===== src/sv/ptd_pkg.sv =====
package ptd_pkg;

	// Fixed field widths
	localparam int OP_W     = 2;
	localparam int PRIO_W   = 4;
	localparam int PERIOD_W = 8;
	localparam int MASK_W   = 8;
	localparam int TICK_W   = 8;

	// Slot count: default and upper limit
	localparam int NUM_TASKS_DEF = 8;
	localparam int MAX_TASKS     = 8;

	// Remainder digits retired per cycle, and cycles per slot
	localparam int DIGITS_PER_CYC = 2;
	localparam int STEPS_PER_SLOT = TICK_W / DIGITS_PER_CYC;
	localparam int STEP_W         = $clog2(STEPS_PER_SLOT);

	typedef enum logic [OP_W-1:0] {
		OP_TICK   = 2'd0,
		OP_CREATE = 2'd1,
		OP_DELETE = 2'd2
	} op_t;

	typedef enum logic [1:0] {
		ST_IDLE,
		ST_SCAN,
		ST_DONE
	} state_t;

	// One restoring remainder step: shift in a dividend bit, subtract if it fits.
	function automatic logic [PERIOD_W-1:0] rem_step(
		input logic [PERIOD_W-1:0] rem,
		input logic                bit_in,
		input logic [PERIOD_W-1:0] divisor
	);
		logic [PERIOD_W:0] r;
		logic [PERIOD_W:0] d;
		r = {rem, bit_in};
		d = {1'b0, divisor};
		if (r >= d) begin
			r = r - d;
		end
		return r[PERIOD_W-1:0];
	endfunction

endpackage


===== src/sv/periodic_task_dispatcher.sv =====
// Periodic task dispatcher. Keeps NUM_TASKS task slots (slot k serves priority k+1), each with
// an 8-bit period and a present flag, plus an 8-bit wrapping tick counter. One beat in gives one
// beat out. op tick bumps the counter and returns fire_mask, with bit k set when slot k is
// present, has a nonzero period and that period divides the new count. op create writes one
// slot (period is stored even when has_task is 0). op delete moves every higher slot down one
// place and clears the top slot. A create or delete whose priority_req is outside 1..NUM_TASKS
// changes nothing and returns bad_priority = 1; op code 3 changes nothing. tick_value always
// shows the counter after the beat. Create, delete and unused ops go from accept straight to
// the done state. A tick walks the slots in order through one shared remainder unit that
// retires two quotient digits per cycle; an empty or zero-period slot is skipped without a
// division. in_ready is high only between items; the finished result sits in an output register,
// so the next beat is taken while that result still waits for out_ready.
module periodic_task_dispatcher
	import ptd_pkg::*;
#(
	parameter int NUM_TASKS = NUM_TASKS_DEF
) (
	input  logic                clk,
	input  logic                arst_n,
	input  logic                in_valid,
	output logic                in_ready,
	input  logic [OP_W-1:0]     op,
	input  logic [PRIO_W-1:0]   priority_req,
	input  logic [PERIOD_W-1:0] period,
	input  logic                has_task,
	output logic                out_valid,
	input  logic                out_ready,
	output logic [MASK_W-1:0]   fire_mask,
	output logic [TICK_W-1:0]   tick_value,
	output logic                bad_priority
);

	localparam int IDX_W = (NUM_TASKS > 1) ? $clog2(NUM_TASKS) : 1;

	// Sequencer
	state_t state_q, state_d;

	// Task table, in flops
	logic [PERIOD_W-1:0]  per_q [NUM_TASKS];
	logic [NUM_TASKS-1:0] pres_q;
	logic [TICK_W-1:0]    tick_q;

	// Scan control and shared remainder unit
	logic [IDX_W-1:0]    slot_q;
	logic [STEP_W-1:0]   step_q;
	logic [PERIOD_W-1:0] rem_q;

	// Result being built, then the output register
	logic [MASK_W-1:0]   res_mask_q;
	logic                res_bad_q;
	logic                out_valid_q;
	logic [MASK_W-1:0]   out_mask_q;
	logic [TICK_W-1:0]   out_tick_q;
	logic                out_bad_q;

	logic                in_fire;
	logic                out_free;
	logic                prio_ok;
	logic [PERIOD_W-1:0] per_cur;
	logic                skip_cur;
	logic [TICK_W-1:0]   tick_sh;
	logic [PERIOD_W-1:0] rem_in;
	logic [PERIOD_W-1:0] rem_a;
	logic [PERIOD_W-1:0] rem_b;
	logic                slot_done;
	logic                slot_last;

	assign in_ready = (state_q == ST_IDLE);
	assign in_fire  = in_valid && in_ready;
	assign out_free = !out_valid_q || out_ready;

	assign prio_ok = (priority_req >= PRIO_W'(1)) && (priority_req <= PRIO_W'(NUM_TASKS));

	// Current slot into the remainder unit; dividend digits come MSB first, two per cycle
	assign per_cur   = per_q[slot_q];
	assign skip_cur  = !pres_q[slot_q] || (per_cur == '0);
	assign tick_sh   = tick_q << {step_q, 1'b0};
	assign rem_in    = (step_q == '0) ? '0 : rem_q;
	assign rem_a     = rem_step(rem_in, tick_sh[TICK_W-1], per_cur);
	assign rem_b     = rem_step(rem_a, tick_sh[TICK_W-2], per_cur);
	assign slot_done = skip_cur || (step_q == STEP_W'(STEPS_PER_SLOT - 1));
	assign slot_last = (slot_q == IDX_W'(NUM_TASKS - 1));

	always_ff @(posedge clk or negedge arst_n) begin
		if (!arst_n) begin
			state_q <= ST_IDLE;
		end else begin
			state_q <= state_d;
		end
	end

	always_comb begin
		state_d = state_q;
		case (state_q)
			ST_IDLE: begin
				if (in_fire) begin
					state_d = (op == OP_TICK) ? ST_SCAN : ST_DONE;
				end
			end
			ST_SCAN: begin
				if (slot_done && slot_last) begin
					state_d = ST_DONE;
				end
			end
			ST_DONE: begin
				if (out_free) begin
					state_d = ST_IDLE;
				end
			end
			default: state_d = ST_IDLE;
		endcase
	end

	// Table and counter
	always_ff @(posedge clk or negedge arst_n) begin
		if (!arst_n) begin
			tick_q <= '0;
			pres_q <= '0;
			for (int k = 0; k < NUM_TASKS; k++) begin
				per_q[k] <= '0;
			end
		end else if (in_fire) begin
			case (op)
				OP_TICK: begin
					tick_q <= tick_q + TICK_W'(1);
				end
				OP_CREATE: begin
					for (int k = 0; k < NUM_TASKS; k++) begin
						if (priority_req == PRIO_W'(k + 1)) begin
							per_q[k]  <= period;
							pres_q[k] <= has_task;
						end
					end
				end
				OP_DELETE: begin
					if (prio_ok) begin
						for (int k = 0; k < NUM_TASKS; k++) begin
							if (PRIO_W'(k + 1) >= priority_req) begin
								if (k + 1 < NUM_TASKS) begin
									per_q[k]  <= per_q[IDX_W'((k + 1 < NUM_TASKS) ? k + 1 : k)];
									pres_q[k] <= pres_q[IDX_W'((k + 1 < NUM_TASKS) ? k + 1 : k)];
								end else begin
									per_q[k]  <= '0;
									pres_q[k] <= 1'b0;
								end
							end
						end
					end
				end
				default: ;
			endcase
		end
	end

	// Scan sequencing and result build
	always_ff @(posedge clk or negedge arst_n) begin
		if (!arst_n) begin
			slot_q     <= '0;
			step_q     <= '0;
			rem_q      <= '0;
			res_mask_q <= '0;
			res_bad_q  <= 1'b0;
		end else if (in_fire) begin
			slot_q     <= '0;
			step_q     <= '0;
			rem_q      <= '0;
			res_mask_q <= '0;
			res_bad_q  <= ((op == OP_CREATE) || (op == OP_DELETE)) && !prio_ok;
		end else if (state_q == ST_SCAN) begin
			rem_q <= rem_b;
			if (slot_done) begin
				step_q <= '0;
				if (!skip_cur && (rem_b == '0)) begin
					res_mask_q <= res_mask_q | (MASK_W'(1) << slot_q);
				end
				if (!slot_last) begin
					slot_q <= slot_q + IDX_W'(1);
				end
			end else begin
				step_q <= step_q + STEP_W'(1);
			end
		end
	end

	// Output register
	always_ff @(posedge clk or negedge arst_n) begin
		if (!arst_n) begin
			out_valid_q <= 1'b0;
		end else if (state_q == ST_DONE && out_free) begin
			out_valid_q <= 1'b1;
		end else if (out_ready) begin
			out_valid_q <= 1'b0;
		end
	end

	always_ff @(posedge clk) begin
		if (state_q == ST_DONE && out_free) begin
			out_mask_q <= res_mask_q;
			out_tick_q <= tick_q;
			out_bad_q  <= res_bad_q;
		end
	end

	assign out_valid    = out_valid_q;
	assign fire_mask    = out_mask_q;
	assign tick_value   = out_tick_q;
	assign bad_priority = out_bad_q;

`ifndef SYNTHESIS
	a_tick_inc: assert property (@(posedge clk) disable iff (!arst_n)
		(in_fire && op == OP_TICK) |=> (tick_q == $past(tick_q) + TICK_W'(1)))
		else $error("tick counter did not advance on tick");

	a_tick_hold: assert property (@(posedge clk) disable iff (!arst_n)
		(in_fire && op != OP_TICK) |=> (tick_q == $past(tick_q)))
		else $error("tick counter moved on a non-tick item");

	a_bad_nomask: assert property (@(posedge clk) disable iff (!arst_n)
		(out_valid && bad_priority) |-> (fire_mask == '0))
		else $error("bad priority result carries fire bits");

	a_mask_range: assert property (@(posedge clk) disable iff (!arst_n)
		out_valid |-> ((fire_mask >> NUM_TASKS) == '0))
		else $error("fire bit set above the slot count");
`endif

endmodule

===== config.mk =====
export PLATFORM = sky130hd
export DESIGN_NAME = periodic_task_dispatcher
export DESIGN_NICKNAME = d
export VERILOG_FILES = /design/src/sv/ptd_pkg.sv /design/src/sv/periodic_task_dispatcher.sv
export SDC_FILE = /design/constraint.sdc
export NUM_CORES = 1
export LEC_CHECK = 0
export ABC_AREA = 1
export BUFFER_PORTS_ARGS = -buffer_cell sky130_fd_sc_hd__buf_2
export CORE_ASPECT_RATIO = 1.1
export CORE_UTILIZATION = 43
export CTS_BUF_LIST = sky130_fd_sc_hd__clkbuf_8
export DETAILED_ROUTE_END_ITERATION = 16
export PLACE_DENSITY = 0.7
export REMOVE_ABC_BUFFERS = 1
export SKIP_LAST_GASP = 1
export SLEW_MARGIN = 15
export SYNTH_ARGS = -nofsm -noshare
export SYNTH_HDL_FRONTEND = slang
export SYNTH_SLANG_ARGS = --single-unit

===== constraint.sdc =====
create_clock -name clk -period 4.9 [get_ports clk]
set_input_delay 0.98 -clock clk [delete_from_list [all_inputs] [get_ports clk]]
set_output_delay 0.98 -clock clk [all_outputs]
set_load 0.005 [all_outputs]

=== After elaboration in Yosys (flattened, before gate mapping) ===
Cells that the tools add are included.

* $add $sub $neg: 5
* Multiply operators: 0
* Div/mod/pow operators: 0
* Order comparisons: 14
* Equality and inequality tests: 35
* Shift-type cells: 2
* Mux-type cells: 56
* Bitwise operators: 2
* Reduce and logical (&&, ||, !) cells: 36

{| class="wikitable"
|+ Operators by type and width
! kind !! count
|-
| $mux W8 || 24
|-
| $pmux W64 S2 || 1
|-
| $mux W64 || 1
|-
| $ne A2 B2 Y1 const B || 20
|-
| $reduce_and A5 Y1 || 8
|-
| $bmux W8 S3 || 1
|-
| $ge A9 B8 Y1 || 2
|-
| $eq A4 B3 Y1 const B || 4
|-
| $ge A3 B4 Y1 const A || 4
|-
| $logic_not A8 Y1 || 2
|-
| $pmux W8 S2 || 1
|-
| $sub A8 B8 Y8 || 2
|-
| $mux W1 || 15
|-
| $mux W2 || 7
|-
| $mux W3 || 4
|-
| $reduce_bool A2 Y1 || 5
|-
| $reduce_and A3 Y1 || 3
|-
| $add A8 B1 Y8 const B || 1
|-
| $eq A4 B2 Y1 const B || 2
|-
| $ge A2 B4 Y1 const A || 2
|-
| $or A8 B8 Y8 || 1
|-
| $shl A1 B3 Y8 const A || 1
|-
| $shl A8 B3 Y8 || 1
|-
| $eq A2 B2 Y1 const B || 3
|-
| other kinds (21) || 35
|}

* Register bits after elaboration: 122
* Bits in latches: 0
* Memory bits (writable): 0
* ROM bits: 0
* Input bits: 19
* Output and inout bits: 19
* Word-level logic and storage cells: 177
* Memories kept: 0

=== Depth between registers and ports, before layout ===
* Word-level depth: 14
* Mapped depth: 32
* Depth with buffers taken out: 31

=== Worst setup path before layout ===
No wires, ideal clock.

* Kind: flip-flop to flip-flop
* Start: register slot_q[0]
* End: register res_mask_q[0]
* Library setup time: 0.078 ns
* Arrival: 3.861 ns
* Required time: 4.822 ns
* Path slack: 0.961 ns
* Stages on the path, launching flop included: 28
* Path buffers: 1
* Period minus slack after synthesis: 3.939 ns
* Cell sequence: dfrtp_1 inv_2 clkbuf_1 o21ai_0 nand3_1 nand2_1 ha_1 nand2_2 nor2_2 nand2_2 nor2_4 nor2_8 nand2_8 o21ai_1 o21ai_1 inv_2 ha_1 nand2_1 nor2_1 a21oi_1 nand4_4 nand2_1 nand2_1 nor2_1 nand2_1 nor2_4 nand3_1 a21oi_1

* Cells in the longest elaborated chain, start to end: 12
* Elaborated cells on any way between the ends: 28
* Classes of those cells: add/sub (2); order compare (2); shift (1); mux (11); bitwise (2); reduce/logical (10)

{| class="wikitable"
|+ RTL lines
! item !! line !! RTL
|-
| start: declaration || periodic_task_dispatcher.sv:44 || <nowiki>logic [IDX_W-1:0] slot_q;</nowiki>
|-
| start signal: assignment || periodic_task_dispatcher.sv:177 || <nowiki>slot_q <= slot_q + IDX_W'(1);</nowiki>
|-
| $not A3 Y4 (not written as such) || periodic_task_dispatcher.sv:75 || <nowiki>assign per_cur = per_q[slot_q];</nowiki>
|-
| $bmux W8 S3 || periodic_task_dispatcher.sv:75 ||
|-
| $mux W8 (not written as such) (2 in a row) || periodic_task_dispatcher.sv:75 ||
|-
| $sub A8 B8 Y8 or $ge A9 B8 Y1 (tied branches) || ptd_pkg.sv:42, ptd_pkg.sv:41 ||
|-
| $mux W8 || ptd_pkg.sv:41 || <nowiki>if (r >= d) begin</nowiki>
|-
| $sub A8 B8 Y8 or $ge A9 B8 Y1 (tied branches) || ptd_pkg.sv:42, ptd_pkg.sv:41 ||
|-
| $mux W8 || ptd_pkg.sv:41 ||
|-
| $logic_not A8 Y1 || periodic_task_dispatcher.sv:173 || <nowiki>if (!skip_cur && (rem_b == '0)) begin</nowiki>
|-
| $logic_and A1 B1 Y1 || periodic_task_dispatcher.sv:173 ||
|-
| $reduce_bool A2 Y1 (no source line) || -- ||
|-
| $reduce_and A3 Y1 (no source line) || -- ||
|-
| end signal: assignment || periodic_task_dispatcher.sv:174 || <nowiki>res_mask_q <= res_mask_q | (MASK_W'(1) << slot_q);</nowiki>
|-
| end: declaration || periodic_task_dispatcher.sv:49 || <nowiki>logic [MASK_W-1:0] res_mask_q;</nowiki>
|}

Parallel ways exist; a longest one is shown, timed or not. The select of a mux whose other input is x is not followed.
A chain may end at the register's enable or synchronous reset.

=== Worst setup path after layout ===
* Start: register slot_q[0]
* End: register res_mask_q[2]

The elaborated chain is that of the path after synthesis.

==> impl_metrics.json <==
{
  "power_mw": 6.259,
  "clock_sinks": 122,
  "port_buffers": 37,
  "grt_usage_pct": 20.64,
  "period_minus_slack_ps": 4429,
  "n_antenna_cell": 0,
  "wl_microns": 16020,
  "fp.coreArea_sq_um": 15740,
  "crit_path_start": "slot_q[0]$_DFFE_PN0P_",
  "globalplace.congestion": 0.9255,
  "die_x_microns": 123.0,
  "setup.worst_path.start_class": "flip-flop",
  "synthToLayoutAreaGrowth_pct": 12.65,
  "ant_nets": 0,
  "cts_made_buffers": 17,
  "place_area_sq_um": 7323,
  "grt_max_degree": 69,
  "worstPathRequired_ps": 5220,
  "fp-row-count": 48,
  "syn_avg_cell_area_sq_um": 7.947,
  "slew_violations": 0,
  "fmax_mhz": 225.8,
  "fin_cells": 1124,
  "ys_types": 41,
  "postSynth.asyncResetShare_pct": 86.07,
  "worst_pin_slew_ps": 851.6,
  "grt_pass1_vias": 5353,
  "power_density_nw_per_um2": 802.7,
  "avgViaCountPerCell": 5.191,
  "synthTopCellsByCount": "nand2_1 (206), o21ai_0 (132), dfrtp_1 (105)",
  "crit_slowest_cell": "dfrtp_1",
  "worstHoldPathType": "flip-flop to flip-flop",
  "pre_cts_ws_ps": 342.5,
  "clock_path_buffers": 2,
  "synth-seq-cells": 122,
  "synthMostInstantiatedCell": "nand2_1",
  "drt_pre_antenna_iters": 4,
  "final_layout_size_suffix_gt1_share_pct": 11.69,
  "grt_overflow_total": 0,
  "dp_cells": 1092,
  "cp-endpoint": "res_mask_q[2]$_DFFE_PN0P_",
  "reg2reg_depth": 26,
  "io_pins": 38,
  "cp-end-kind": "flip-flop",
  "final_hold_viol_count": 0,
  "synth-edff-count": 17,
  "outcome": "finished, final reports clean",
  "clk_transition_reported_paths_ps": 70,
  "fin_util_pct": 49.55,
  "synth_top_area_share_pct": 37.96,
  "wire_per_inst_microns": 14.26,
  "cap_violations": 0,
  "route.detailed.drc": 0,
  "finalClockSkew_ps": 8.341,
  "critPathArrivalTime_ps": 4750,
  "ff_latch_area_sq_um": 3138,
  "r2r-start": "slot_q[0]$_DFFE_PN0P_",
  "crit_type": "flip-flop to flip-flop",
  "p_leak_nw": 3.864,
  "critPathMaxFanout": 16,
  "netlist_area_sq_um": 6922,
  "final_area_sq_um": 7797,
  "post_cts_buffers": 0,
  "rrSetupSlack_ps": 470,
  "irDropWorstVdd_v": 0.0004127,
  "multi_input_area_sq_um": 3241,
  "dr_total_vias": 5835,
  "synth_area_leaders": "dfrtp_1 (38%), nand2_1 (11%), o21ai_0 (9.5%)",
  "first_iter_violations": 421,
  "synth_flop_cell": "dfrtp_1",
  "cp_num_cells": 26,
  "initial_utilization_pct": 43.99,
  "finalWorstSetupSlack_ps": 471.4,
  "ys.warnings.count": 0,
  "slew_headroom_pct": 43.23,
  "hpwl_microns": 11480,
  "path_buf_inv": 3,
  "rr_endpoint": "res_mask_q[2]$_DFFE_PN0P_",
  "cts_tree": "done",
  "dieArea_sq_um": 16610,
  "synth_top_cell_by_area": "dfrtp_1",
  "setup_viol": 0,
  "path_delay_family": "simple AND/OR/NAND/NOR gates",
  "finalCritPeriodShare_pct": 90.38,
  "clk_latency_ps": 450,
  "layout.nets": 960,
  "syn_inst": 871,
  "dieHeight_microns": 135.1,
  "yosysSeqAreaShare_pct": 45.34,
  "antenna_found_initial": 0,
  "grt_pass1_wl_microns": 26250,
  "max_stage_delay_ps": 450,
  "htree_levels": 4,
  "fillers": 1512,
  "cts_root_buf": "clkbuf_8"
}
==> layer usage <==
layer | GRT usage (%) | routed length (microns) | up-vias
li1 | - | - | 2920
met1 | 26.17 | 7348 | 2753
met2 | 33.96 | 7668 | 122
met3 | 4.139 | 559 | 40
met4 | 9.103 | 448 | 0
met5 | 0 | 0 | -
==> power breakdown <==
group | internal, mW | switching (mW)
logic | 1.25 | 2.34
registers | 1.42 | 0.200
clock network | 0.648 | 0.406
==> flip-flops by register name, summed over array words and instances (netlist names) <==
| register | cells |
|---|---|
| per_q | 64 |
| fire_mask | 8 |
| pres_q | 8 |
| rem_q | 8 |
| res_mask_q | 8 |
| tick_q | 8 |
| tick_value | 8 |
| slot_q | 3 |
| state_q | 2 |
| step_q | 2 |
| bad_priority | 1 |
| out_valid | 1 |
| res_bad_q | 1 |
==> layout make-up <==
type	count	share of cell area [%]
multi-input combinational	611	41.56
clock buffer	17	3.001
tap	200	3.209
sequential	122	40.24
inverter	110	5.327
timing repair buffer	49	3.723
clock inverter	15	2.936
==> how the worst min path moves through the flow <==
| stage | endpoint | startpoint | cells after the start |
|---|---|---|---|
| global route | fire_mask[0]$_DFFE_PP_ | res_mask_q[0]$_DFFE_PN0P_ | 0 |
| finish | fire_mask[0]$_DFFE_PP_ | res_mask_q[0]$_DFFE_PN0P_ | 0 |
| floorplan | fire_mask[0]$_DFFE_PP_ | res_mask_q[0]$_DFFE_PN0P_ | 0 |
| detailed placement | fire_mask[0]$_DFFE_PP_ | res_mask_q[0]$_DFFE_PN0P_ | 0 |
| CTS | fire_mask[0]$_DFFE_PP_ | res_mask_q[0]$_DFFE_PN0P_ | 0 |
| global placement | fire_mask[0]$_DFFE_PP_ | res_mask_q[0]$_DFFE_PN0P_ | 0 |
==> cell usage in the layout, fill, tap and decap left out, types with 4 or more instances in the layout <==
master and instances:
o211ai_1 7, clkinv_1 5, nand2_1 205, a21oi_1 39
ha_1 27, buf_2 36, bufinv_16 6, inv_2 6
nor2_1 73, xnor2_1 4, nor3_1 5, o21ai_0 131
buf_4 12, nand2_2 5, clkbuf_8 17, edfxtp_1 17
inv_1 102, mux2i_1 8, o22ai_1 4, o21ai_1 22
xor2_1 10, nand3_1 35, nor2_4 5, nand4_1 5
dfrtp_1 105
==> worst register-to-register path, cell delays in order, from the launching register on <==
cell and delay (ps):
dfrtp_1 450, inv_4 180, buf_4 200, nor2_1 50, o211ai_1 160, nand2_1 140, ha_1 450, nand2_2 90
nor2_2 140, nand2_2 80, nor2_4 140, nor2_8 70, nand2_8 100, o21ai_1 70, o21ai_1 100, inv_2 70
ha_1 390, nand2_1 90, o21ai_0 340, a21oi_1 120, nor2_1 110, nor2_1 50, xor2_1 130, o21ai_1 290
nor2_4 120, nand3_1 110, a21oi_1 60
==> cells by family after synthesis <==
family / count (synthesis) / share of synthesized area (%)
and+or+nand+nor: 345 / 21.62
xor gates and xnor gates: 14 / 1.771
DFF: 122 / 45.34
adders and majority gates: 30 / 5.640
AOI/OAI and AO/OA: 213 / 16.34
muxes: 9 / 1.320
buffers and inverters: 138 / 7.972
==> metrics by stage <==
step / hold slack (ps) / setup TNS, ps
finish: 454.8 / 0
global route: 468.6 / -5.832
CTS: 459.4 / 0
detailed placement: 441.5 / 0
global placement: 437.3 / 0
floorplan: 424.9 / 0
==> repair_timing <==
action / CTS / global route
hold buffers: 0 / 0
setup endpoints to repair: 0 / 8
resized for setup: 0 / 5
No activity file was read; power rests on OpenSTA's default activity.
